**config.mk**
```make
export PLATFORM = sky130hd
export DESIGN_NAME = dbh_ctrl
export DESIGN_NICKNAME = d
export VERILOG_FILES = /design/src/rtl/core/dbh_pkg.sv /design/src/rtl/core/dbh_ctrl.sv
export VERILOG_INCLUDE_DIRS = /design/src /design/src/rtl/core
export SDC_FILE = /design/constraint.sdc
export NUM_CORES = 1
export LEC_CHECK = 0
export BUFFER_PORTS_ARGS = -buffer_cell sky130_fd_sc_hd__buf_2
export CELL_PAD_IN_SITES_DETAIL_PLACEMENT = 0
export CELL_PAD_IN_SITES_GLOBAL_PLACEMENT = 1
export CORE_ASPECT_RATIO = 0.8
export CORE_MARGIN = 1.5
export CORE_UTILIZATION = 39
export CTS_CLUSTER_SIZE = 24
export DETAILED_ROUTE_END_ITERATION = 6
export PLACE_DENSITY_LB_ADDON = 0.1
export SETUP_SLACK_MARGIN = 0.5
export SKIP_CTS_REPAIR_TIMING = 1
export SLEW_MARGIN = 5
export SYNTH_ARGS = -nofsm -noshare
export SYNTH_HDL_FRONTEND = slang
export SYNTH_SLANG_ARGS = --single-unit
```
**constraint.sdc**
```tcl
create_clock -name clk -period 6.1 [get_ports clk]
set_clock_uncertainty 0.2 [all_clocks]
set_input_delay 0.305 -clock clk [delete_from_list [all_inputs] [get_ports clk]]
set_output_delay 0.305 -clock clk [all_outputs]
set_load 0.05 [all_outputs]
```
**src/rtl/core/draw_bin_hash_table_defines.svh**
```systemverilog
// ----------------------------------------------------------------------------
// draw bin hash table assertion macros
// shared concurrent assertion forms for the bin table rtl
// ----------------------------------------------------------------------------
`ifndef DRAW_BIN_HASH_TABLE_DEFINES_SVH
`define DRAW_BIN_HASH_TABLE_DEFINES_SVH

// same-cycle implication, disabled while in reset
`define DBH_ASSERT_SAME(lbl, clk, rst_n, ante, cons) \
  lbl: assert property (@(posedge clk) disable iff (!(rst_n)) (ante) |-> (cons)) \
    else $error("draw bin hash table: same-cycle check failed");

// next-cycle implication, disabled while in reset
`define DBH_ASSERT_NEXT(lbl, clk, rst_n, ante, cons) \
  lbl: assert property (@(posedge clk) disable iff (!(rst_n)) (ante) |=> (cons)) \
    else $error("draw bin hash table: next-cycle check failed");

`endif

```
**src/rtl/core/dbh_pkg.sv**
```systemverilog
// ----------------------------------------------------------------------------
// dbh_pkg
// shared types, codes and constants of the draw bin hash table
// ----------------------------------------------------------------------------
`timescale 1ns / 1ps
`default_nettype none
package dbh_pkg;

  localparam int unsigned DEF_TABLE_DEPTH  = 1024;
  localparam int unsigned DEF_COMMAND_BITS = 20;

  localparam logic [31:0] FNV_BASIS  = 32'd2166136261;
  localparam logic [31:0] FNV_PRIME  = 32'd16777619;
  localparam int unsigned FOLD_SHIFT = 16;

  localparam int unsigned LG_W     = 4;
  localparam int unsigned BIN_W    = 9;
  localparam int unsigned CNT_W    = 10;
  localparam int unsigned FIELD_CW = 20;
  localparam int unsigned PA_W     = 7;
  localparam int unsigned WORD_W   = 32;
  localparam int unsigned STEP_W   = 3;

  localparam logic [LG_W-1:0]   SIZE_LG_RESET = 4'd10;
  localparam logic [STEP_W-1:0] LAST_STEP     = 3'd4;

  typedef enum logic [1:0] {
    FUNC_CLEAR  = 2'd0,
    FUNC_INSERT = 2'd1,
    FUNC_FIND   = 2'd2,
    FUNC_NONE   = 2'd3
  } func_t;

  typedef enum logic [1:0] {
    STAT_OK        = 2'd0,
    STAT_NOT_FOUND = 2'd1,
    STAT_FULL      = 2'd2,
    STAT_OVERFLOW  = 2'd3
  } status_t;

  typedef enum logic [1:0] {
    RES_ZERO = 2'd0,
    RES_INS  = 2'd1,
    RES_HIT  = 2'd2
  } res_sel_t;

  // controller to datapath
  typedef struct packed {
    logic              idle;
    logic              clear_counts;
    logic              sweep_start;
    logic              sweep_step;
    logic              hash_step;
    logic [STEP_W-1:0] word_sel;
    logic              seed;
    logic              read_en;
    logic              advance;
    logic              ins_write;
    logic              out_load;
    status_t           out_status;
    res_sel_t          res_sel;
  } cmd_t;

  // datapath to controller
  typedef struct packed {
    logic  in_valid;
    func_t func_in;
    func_t func_q;
    logic  sweep_last;
    logic  precheck_full;
    logic  precheck_ovf;
    logic  slot_valid;
    logic  slot_match;
    logic  probe_last;
    logic  out_free;
  } sts_t;

endpackage
`default_nettype wire

```
**src/rtl/core/dbh_ctrl.sv**
```systemverilog
// ----------------------------------------------------------------------------
// dbh_ctrl
// sequencer for hash, probe, clear sweep and result hand-off
// ----------------------------------------------------------------------------
`timescale 1ns / 1ps
`default_nettype none
`include "draw_bin_hash_table_defines.svh"
module dbh_ctrl
  import dbh_pkg::*;
(
  input  wire logic clk,
  input  wire logic rst_n,
  input  wire sts_t sts,
  output cmd_t      cmd
);

  typedef enum logic [6:0] {
    S_IDLE  = 7'b0000001,
    S_HASH  = 7'b0000010,
    S_SEED  = 7'b0000100,
    S_READ  = 7'b0001000,
    S_CMP   = 7'b0010000,
    S_CLEAR = 7'b0100000,
    S_DONE  = 7'b1000000
  } state_t;

  state_t            state_r, state_nxt;
  logic [STEP_W-1:0] step_r, step_nxt;
  status_t           fin_status_r, fin_status_nxt;
  res_sel_t          res_sel_r, res_sel_nxt;
  logic              clr_item_r, clr_item_nxt;

  always_comb begin
    state_nxt      = state_r;
    step_nxt       = step_r;
    fin_status_nxt = fin_status_r;
    res_sel_nxt    = res_sel_r;
    clr_item_nxt   = clr_item_r;
    cmd            = '0;
    cmd.word_sel   = step_r;
    cmd.out_status = fin_status_r;
    cmd.res_sel    = res_sel_r;
    case (state_r)
      S_IDLE: begin
        cmd.idle = 1'b1;
        if (sts.in_valid) begin
          step_nxt    = '0;
          fin_status_nxt = STAT_OK;
          res_sel_nxt = RES_ZERO;
          case (sts.func_in)
            FUNC_CLEAR: begin
              cmd.clear_counts = 1'b1;
              cmd.sweep_start  = 1'b1;
              clr_item_nxt     = 1'b1;
              state_nxt        = S_CLEAR;
            end
            FUNC_NONE: state_nxt = S_DONE;
            default:   state_nxt = S_HASH;
          endcase
        end
      end
      S_HASH: begin
        cmd.hash_step = 1'b1;
        step_nxt      = step_r + 1'b1;
        if (step_r == LAST_STEP) begin
          state_nxt = S_SEED;
        end
      end
      S_SEED: begin
        cmd.seed  = 1'b1;
        state_nxt = S_READ;
        if (sts.func_q == FUNC_INSERT) begin
          if (sts.precheck_full) begin
            fin_status_nxt = STAT_FULL;
            state_nxt      = S_DONE;
          end else if (sts.precheck_ovf) begin
            fin_status_nxt = STAT_OVERFLOW;
            state_nxt      = S_DONE;
          end
        end
      end
      S_READ: begin
        cmd.read_en = 1'b1;
        state_nxt   = S_CMP;
      end
      S_CMP: begin
        state_nxt = S_DONE;
        if (sts.func_q == FUNC_INSERT) begin
          if (!sts.slot_valid) begin
            cmd.ins_write  = 1'b1;
            fin_status_nxt = STAT_OK;
            res_sel_nxt    = RES_INS;
          end else if (sts.probe_last) begin
            fin_status_nxt = STAT_FULL;
          end else begin
            cmd.advance = 1'b1;
            state_nxt   = S_READ;
          end
        end else begin
          if (!sts.slot_valid) begin
            fin_status_nxt = STAT_NOT_FOUND;
          end else if (sts.slot_match) begin
            fin_status_nxt = STAT_OK;
            res_sel_nxt    = RES_HIT;
          end else if (sts.probe_last) begin
            fin_status_nxt = STAT_NOT_FOUND;
          end else begin
            cmd.advance = 1'b1;
            state_nxt   = S_READ;
          end
        end
      end
      S_CLEAR: begin
        cmd.sweep_step = 1'b1;
        if (sts.sweep_last) begin
          state_nxt    = clr_item_r ? S_DONE : S_IDLE;
          clr_item_nxt = 1'b0;
        end
      end
      S_DONE: begin
        if (sts.out_free) begin
          cmd.out_load = 1'b1;
          state_nxt    = S_IDLE;
        end
      end
      default: state_nxt = S_IDLE;
    endcase
  end

  always_ff @(posedge clk) begin
    if (!rst_n) begin
      state_r      <= S_CLEAR;
      step_r       <= '0;
      fin_status_r <= STAT_OK;
      res_sel_r    <= RES_ZERO;
      clr_item_r   <= 1'b0;
    end else begin
      state_r      <= state_nxt;
      step_r       <= step_nxt;
      fin_status_r <= fin_status_nxt;
      res_sel_r    <= res_sel_nxt;
      clr_item_r   <= clr_item_nxt;
    end
  end

  `DBH_ASSERT_NEXT(a_hash_to_seed, clk, rst_n, state_r == S_HASH && step_r == LAST_STEP, state_r == S_SEED)
  `DBH_ASSERT_NEXT(a_read_to_cmp, clk, rst_n, state_r == S_READ, state_r == S_CMP)
  `DBH_ASSERT_SAME(a_write_only_free, clk, rst_n, cmd.ins_write, !sts.slot_valid && state_r == S_CMP)
  `DBH_ASSERT_NEXT(a_load_to_idle, clk, rst_n, cmd.out_load, state_r == S_IDLE)

endmodule
`default_nettype wire

```
==> flow_metrics.tcl <==
set metrics [dict create \
    wl_per_cell_um 12.3 \
    die_h_um 48.5 \
    grt_use_total 0.172 \
    slew_headroom 0.620 \
    vias 969 \
    place_ws_ns 3.81 \
    ys.flop_type "dfxtp_1" \
    seq_area_frac_synth 0.297 \
    cts-buffers-inserted 3 \
    syn2layout_area_growth_pct 18.5 \
    p_clk_frac 0.226 \
    cp_data_required_time_ns 5.59 \
    hold_violations 0 \
    grt.overflow.total 0 \
    rows 16 \
    outcome "finished clean" \
    rsz0062_at_grt "no" \
    die_w_um 59.9 \
    swShare 0.359 \
    root_buffer "clkbuf_4" \
    synthDistinctLibCells 47 \
    final_core_util 0.490 \
    powerDensity_nw_per_um2 201 \
    switchingPower_mw 0.0863 \
    worstHoldPathType "in2reg" \
    multiInputGateArea_um2 648 \
    met1_usage 0.244 \
    cts_sinks 15 \
    clk-insertion-delay-late_ns 0.27 \
    boundaryPins 31 \
    synth_top_cell_area_share 0.297 \
    setup_ws_ns 3.51 \
    crit_fanout 7 \
    p_int_mw 0.154 \
    crit_arrival_ns 2.09 \
    syn_area_per_cell_um2 8.41 \
    grt_pass1_wl_um 3890 \
    p_seq_frac 0.465 \
    drt-initial-drc-count 27 \
    end_kind "output port" \
    tightest_slew_ns 0.569 \
    gp_congestion 0.757 \
    grt_antenna_before_repair 0 \
    path_class "reg2out" \
    cts_tree "built" \
    grt.met3_usage 0.0508 \
    route.detailed.drc 0 \
    yosysWarnings 0 \
    clock_path_buffers 2 \
    nNetsFinal 167 \
    routed_wl_um 2270 \
    power_frac_comb 0.309 \
    dp_hpwl_um 1800 \
    met2_usage 0.264 \
    grt_max_degree 17 \
    start_util 0.413 \
    ir_worst_vdd_v 0.000120 \
    seq_area_um2 300 \
    dp.cells 180 \
    syn_area_um2 1010 \
    fp.coreArea_um2 2440 \
    grt-busiest-layer "met2" \
    post-route-period-util 0.425 \
    ys_top_cells_by_area "dfxtp_1 30%, ha_1 5.0%, nand2_1 4.1%, nand2b_1 3.7%, nor3_1 3.0%" \
    antenna_cells 0 \
    slew_viol_final 0 \
    drv_cap 0 \
    max_freq_mhz 386 \
    die_area_um2 2910 \
    yosys.area.top_type "dfxtp_1" \
    finalSetupViolations 0 \
    async_flop_share 0 \
    synth-edff-count 0 \
    grt_pass1_vias 893 \
    dr.pass1.iters 4 \
    antenna_left 0 \
    p_leak_nw 0.558 \
    finalNonFillerCells 184 \
    drive_gt1_frac 0.277 \
    cts-htree-levels 1 \
    timing.setup.tns_ns 0 \
    finalPower_mw 0.241 \
    period_minus_slack_ns 2.59 \
    clkTransAtPathRegs_ns 0.09 \
    fillers 261 \
    synth_nets 138 \
    numPortBuffers 30 \
    synth-seq-cells 15 \
    synthCells 120 \
    viasPerCell 5.27 \
    critPathLaunchType "register" \
]
-- registers in the layout, summed over array words and instances, names as in the netlist --
name          cells
state_r           7
res_sel_r         2
fin_status_r      2
step_r            3
clr_item_r        1
-- metal layers --
layer / wire, µm / up-vias
met5: 0 / -
met4: 12 / 0
met3: 100 / 2
met2: 1040 / 24
met1: 1120 / 449
li1: - / 494
-- synth_stat cells, types with 2 or more instances --
master,number
a21boi_1,2
a21oi_1,3
a22oi_1,2
a31oi_1,2
and2_1,3
and3_1,4
clkbuf_1,3
dfxtp_1,15
ha_1,4
inv_1,7
nand2_1,11
nand2b_1,6
nand3_1,3
nor2_1,8
nor2b_1,4
nor3_1,6
o211a_1,3
o21a_1,3
o21ai_0,2
xor2_1,2
-- kinds of logic (layout without fill, tap and decap cells) --
logic type	after synthesis	after routing	synth area share
buf+inv	13	41	0.0607
xor+xnor	2	2	0.0174
mux	1	1	0.00991
fa+ha+maj	4	4	0.0496
flops	15	15	0.297
compound gates	28	28	0.216
simple gates	57	57	0.349
-- through the flow --
stage / area [µm²] / hold slack [ns]
6_report: 1200 / 0.129
5_1_grt: 1200 / 0.143
4_1_cts: 1200 / 0.124
3_5_place_dp: 1170 / 0.274
3_3_place_gp: 1170 / 0.290
2_1_floorplan: 1010 / 0.233
-- power groups by stage --
stage | Sequential, mW | Clock (mW) | Combinational [mW]
6_report | 0.112 | 0.0543 | 0.0744
5_1_grt | 0.113 | 0.0626 | 0.0813
4_1_cts | 0.112 | 0.0567 | 0.0749
3_5_place_dp | 0.114 | 0 | 0.0747
3_3_place_gp | 0.114 | 0 | 0.0743
2_1_floorplan | 0.117 | 0 | 0.0541
-- layout make-up --
class / instances / area share
multi-input combinational: 92 / 0.542
sequential: 15 / 0.251
timing repair buffer: 30 / 0.126
tap: 36 / 0.0377
clock buffer: 4 / 0.0220
inverter: 7 / 0.0220
-- worst max-delay path, stage by stage (launching register included) --
cell     delay (ns)
dfxtp_1        0.36
or4_4          0.63
nor4_4         0.27
and3_1         0.27
buf_2          0.28
-- cells in the final DEF (no fill, tap or decap), types with 2 or more instances in the layout --
cell      instances
inv_1             7
nand2b_1          6
ha_1              4
nor3_1            6
a21boi_1          2
a22oi_1           2
clkbuf_4          3
o211a_1           3
buf_2            30
dfxtp_1          15
and2_1            3
nand2_1          11
and3_1            4
nor2b_1           4
a21oi_1           3
nand3_1           3
nor2_1            8
xor2_1            2
o21ai_0           2
o21a_1            3
a31oi_1           2
-- final timing paths --
check          startpoint              end  slack (ns)  cells after the start
max            state_r[2]          cmd[14]        3.51                      4
min                sts[6]       clr_item_r        0.13                      3
min reg2reg  res_sel_r[1]     res_sel_r[1]        0.29                      2
max reg2reg    state_r[6]  fin_status_r[1]        3.79                      5
(Power assumes the default switching activity.)
